**src/rtl/core/hsfoc_pkg.sv**
```systemverilog
package hsfoc_pkg;

    // Datapath widths.
    localparam int CURRENT_BITS = 12;
    localparam int FRAC_BITS    = 16;

    // Trigonometry constants, Q1.16.
    localparam logic signed [17:0] TRIG_ONE  = 18'sd65536;
    localparam logic signed [17:0] TRIG_HALF = 18'sd32768;
    localparam logic signed [17:0] TRIG_S60  = 18'sd56756;
    localparam logic [15:0] INV_SQRT3_Q16    = 16'd37837;
    localparam logic [11:0] THROTTLE_FULL    = 12'd4095;
    localparam logic [11:0] THROTTLE_HALF    = 12'd2047;

    // Configuration register indexes.
    localparam logic [1:0] REG_KP_D = 2'd0;
    localparam logic [1:0] REG_KI_D = 2'd1;
    localparam logic [1:0] REG_KP_Q = 2'd2;
    localparam logic [1:0] REG_KI_Q = 2'd3;

    localparam logic [2:0] SECTOR_KEEP = 3'd7;

    // Hall code to sector; codes 000 and 111 keep the previous sector.
    function automatic logic [2:0] hall_to_sector(input logic [2:0] code);
        logic [2:0] s;
        unique case (code)
            3'b001:  s = 3'd0;
            3'b101:  s = 3'd1;
            3'b100:  s = 3'd2;
            3'b110:  s = 3'd3;
            3'b010:  s = 3'd4;
            3'b011:  s = 3'd5;
            default: s = SECTOR_KEEP;
        endcase
        return s;
    endfunction

    function automatic logic signed [17:0] cos_of(input logic [2:0] sec);
        logic signed [17:0] c;
        unique case (sec)
            3'd1:    c = TRIG_HALF;
            3'd2:    c = -TRIG_HALF;
            3'd3:    c = -TRIG_ONE;
            3'd4:    c = -TRIG_HALF;
            3'd5:    c = TRIG_HALF;
            default: c = TRIG_ONE;
        endcase
        return c;
    endfunction

    function automatic logic signed [17:0] sin_of(input logic [2:0] sec);
        logic signed [17:0] s;
        unique case (sec)
            3'd1, 3'd2: s = TRIG_S60;
            3'd4, 3'd5: s = -TRIG_S60;
            default:    s = 18'sd0;
        endcase
        return s;
    endfunction

endpackage

```
**src/rtl/core/hsfoc_mac.sv**
```systemverilog
// Shared multiply unit: one signed product per cycle, registered.
module hsfoc_mac
    import hsfoc_pkg::*;
(
    input  logic                i_clk,
    input  logic signed [48:0]  i_a,
    input  logic signed [17:0]  i_b,
    output logic signed [66:0]  o_p
);

    logic signed [66:0] r_p;

    // The wide operand is split into a 31-bit low product plus a high product.
    logic signed [66:0] n_p;
    logic signed [17:0] a_hi;
    logic        [30:0] a_lo;
    logic signed [35:0] p_hi;
    logic signed [49:0] p_lo;
    always_comb begin
        a_hi = i_a[48:31];
        a_lo = i_a[30:0];
        p_hi = a_hi * i_b;
        p_lo = $signed({1'b0, a_lo}) * i_b;
        n_p  = (67'(p_hi) <<< 31) + 67'(p_lo);
    end

    always_ff @(posedge i_clk) begin
        r_p <= n_p;
    end

    assign o_p = r_p;

endmodule

```
**config.mk**
```make
export PLATFORM = sky130hd
export DESIGN_NAME = hsfoc_mac
export DESIGN_NICKNAME = d
export VERILOG_FILES = /design/src/rtl/core/hsfoc_pkg.sv /design/src/rtl/core/hsfoc_mac.sv
export SDC_FILE = /design/constraint.sdc
export NUM_CORES = 2
export LEC_CHECK = 0
export BUFFER_PORTS_ARGS = -buffer_cell sky130_fd_sc_hd__buf_2
export CAP_MARGIN = 20
export CORE_MARGIN = 2
export CORE_UTILIZATION = 65
export CTS_CLUSTER_DIAMETER = 100
export CTS_CLUSTER_SIZE = 12
export DETAILED_ROUTE_END_ITERATION = 8
export HOLD_SLACK_MARGIN = 0.05
export MAX_ROUTING_LAYER = met4
export PLACE_DENSITY = 0.88
export SLEW_MARGIN = 10
export SYNTH_ARGS = -nofsm -noshare
export SYNTH_HDL_FRONTEND = slang
export SYNTH_SLANG_ARGS = --single-unit
export TNS_END_PERCENT = 100
```
**constraint.sdc**
```tcl
create_clock -name i_clk -period 29.6 [get_ports i_clk]
set_clock_uncertainty 0.05 [all_clocks]
set_input_delay 5.92 -clock i_clk [delete_from_list [all_inputs] [get_ports i_clk]]
set_output_delay 5.92 -clock i_clk [all_outputs]
set_load 0.01 [all_outputs]
```
-- Word-level counts from Yosys, hierarchy flattened
Index checks and enable logic that the tools add are counted.
- add/subtract/negate cells: 1
- multiply operators: 2
- operator list (operator ; number):
    $add 67x50->67 ; 1
    $mul 32x18->50 ; 1
    $mul 18x18->36 ; 1
- flip-flop bits (word level): 67
- output and inout port bits: 67
- input port bits: 68

-- Logic depth before layout (Yosys ltp)
- depth in word-level cells: 2
- depth in mapped cells: 38
- gate-level depth less buffers: 37

-- Worst setup path before layout
No wires, ideal clock.
- path kind: input to register
- start: input i_b[3]
- end: register r_p[66] (netlist: o_p[66])
- cell stages on the path: 34
- library setup time: 0.123 ns
- data arrival time: 13.732 ns
- path slack: 15.695 ns
- cell sequence: clkbuf_1 clkbuf_1 nand2_1 fa_1 fa_1 fa_1 fa_1 inv_1 fa_1 fa_1 ha_1 and4_1 a21oi_1 nand3_1 o211ai_1 a21oi_1 a311oi_2 o21bai_1 a21oi_1 nand3_1 o311ai_0 ha_1 ha_1 ha_1 a21o_1 a21o_1 a21o_1 a21o_1 a21oi_1 nor2_1 a211oi_1 o21ai_2 xnor2_1 xnor2_1
- longest elaborated chain between the ends: 2
- elaborated cells on any way between the ends: 3
- those cells by class: add/sub: 1; mul: 2
- RTL lines (item ; RTL line ; source):
    from (decl) ; hsfoc_mac.sv:7 ; input logic signed [17:0] i_b,
    $mul 32x18->50 or $mul 18x18->36 (tied branches) ; hsfoc_mac.sv:23, hsfoc_mac.sv:22 ;
    $add 67x50->67 * ; hsfoc_mac.sv:24 ; n_p = (67'(p_hi) <<< 31) + 67'(p_lo);
    named net n_p[66] ; hsfoc_mac.sv:14 ; logic signed [66:0] n_p;
    to (signal assigned) ; hsfoc_mac.sv:28 ; r_p <= n_p;
    to (decl) ; hsfoc_mac.sv:11 ; logic signed [66:0] r_p;
Mark *: on every way through the listed nets, which the timed path passes. The rest lies on a longest branch.

-- Worst setup path in the final report
Ends and elaborated chain as after synthesis.

==> reports/metrics.yaml <==
status: "finished clean"
syn_area_per_cell_um2: 8.94
holdCritPathClass: "primary input to flop"
yosysMostFrequentCell: "inv_1"
max_freq_ghz: 0.0680
port_buffers: 134
synth-seq-cells: 67
drive_gt1_share_pct: 5.17
cts_setup_buffers: 0
gp_congestion: 0.999
place_area_mm2: 0.0343
grt_pass1_wl_um: 137000
crit_top_cell: "fa_1"
cts_tree: "built"
stdcell_area_mm2: 0.0347
fin_crit_sh_pct: 49.7
grt_pass1_vias: 27212
synthArstFlopShare_pct: 0
synth_top_area_share_pct: 48.7
post_cts_resize_count: 0
detailedRoute.firstPassIterationCount: 5
setup_violations: 0
synth_common_cells: "inv_1, fa_1, nand2_1"
critPathSlowestCell: "buf_2"
die_area_mm2: 0.0532
synth-edff-count: 0
area_growth_pct: 3.88
crit_path_start_kind: "primary input"
dieHeight_um: 231
crit_path_end_kind: "flop"
ys.flop_type: "dfxtp_1"
whs_ns: 5.95
row_count: 83
required_ns: 29.86
hold_viol: 0
antenna_found_initial: 10
final_antenna_net_count: 0
clock-sinks: 67
synth_top_area_cell: "fa_1"
worst_pin_slew_ns: 1.16
drv_slew: 0
synth_warnings: 0
synthCells: 3731
drv_cap: 0
syn_area_mm2: 0.0334
synth_cell_types: 76
num-nets-final: 4880
core_area_mm2: 0.0510
synth_nets: 4903
crit_type: "primary input to flop"
cts_hold_buf: 0
grt_setup_unrepaired: "no"
cts_buffer_depth: 2
die_x_um: 231
grt_overflow: 0
hpwlAfterDp_um: 64500
vias: 25126
drt_iter0_drc: 2141
largest_reg_flops: 67
cpPeakStageDelay_ns: 0.76
fin_crit_ns: 14.72
slew_headroom_pct: 22.2
grt.total_usage_pct: 33.9
vias_per_cell: 5.71
clock-root-buffer: "clkbuf_16"
pin_count: 135
cts_made_buffers: 9
yosysSeqAreaShare_pct: 4.02
grt_max_degree: 50
route.detailed.drc: 0
fin_setup_tns_ns: 0
drt_wl_total_um: 82300
clk_pin_slew_ns: 0.07
wire_per_inst_um: 18.7
htree_levels: 3
crit_fanout: 49
synth_top_cells_by_area: "fa_1, ha_1, inv_1"
cp.arrival_ns: 14.98
start_util_pct: 65.4
==> cells by family (layout without fill, tap and decap cells) <==
logic type	Yosys count	after routing	share of synthesized area [%]
adders and majority gates	1104	1104	59.7
buffers and inverters	1093	1075	12.3
and+or+nand+nor	1092	1092	15.6
AOI/OAI and AO/OA	285	285	5.99
xor gates and xnor gates	89	89	2.34
DFF	67	67	4.02
muxes	1	1	0.0300
other	0	10	0
==> worst max-delay path, delay by kind of cell <==
family	cells	cell delay, ns
compound gates	14	2.86
xor+xnor	2	0.33
fa+ha+maj	10	4.32
simple gates	5	0.68
buf+inv	2	0.82
==> layer usage <==
metal | global-route usage, % | vias up | routed length (um)
met1 | 42.2 | 12728 | 30700
li1 | - | 10908 | -
met5 | - | - | 0
met4 | 11.9 | 0 | 2970
met2 | 54.8 | 1251 | 40100
met3 | 7.68 | 239 | 8450
==> through the flow <==
step	instances	setup slack, ns	util (%)
4_1_cts	4392	15.00	67.9
6_report	4403	14.88	68.0
2_1_floorplan	3731	15.69	-
5_1_grt	4403	14.41	68.0
3_3_place_gp	4376	14.95	67.3
3_5_place_dp	4376	14.59	67.3
==> worst paths after layout <==
check / start / to / slack [ns] / cells after the start
max: i_b[3] / o_p[66]$_DFF_P_ / 14.88 / 33
min: i_a[0] / o_p[0]$_DFF_P_ / 5.95 / 2
==> cell usage in the layout (no fill, tap or decap), types with 11 or more instances in the layout <==
cell and n:
a21o_1 45, o21bai_1 12, buf_2 134, nor2_1 82, nand2_1 557, nand3_1 19
ha_1 292, dfxtp_1 67, and2_1 320, inv_1 911, nor3_1 12, a21oi_1 79
fa_1 812, o21ai_0 39, and3_1 11, nand4_1 13, buf_4 12, xor2_1 28
a211oi_1 15, o21a_1 18, xnor2_1 61, nand2b_1 44
==> cell type report <==
type | instances | area [um^2]
Timing Repair Buffer | 147 | 781
Fill cell | 3690 | 16300
Tap cell | 680 | 851
Antenna cell | 10 | 25.0
Clock buffer | 9 | 225
Inverter | 912 | 3420
Clock inverter | 7 | 98.8
Multi-Input combinational cell | 2571 | 27900
Sequential cell | 67 | 1340
Power is left out: the tool's default activity adds up to more than one toggle a clock period on the data nets, which glitch-free logic cannot reach.
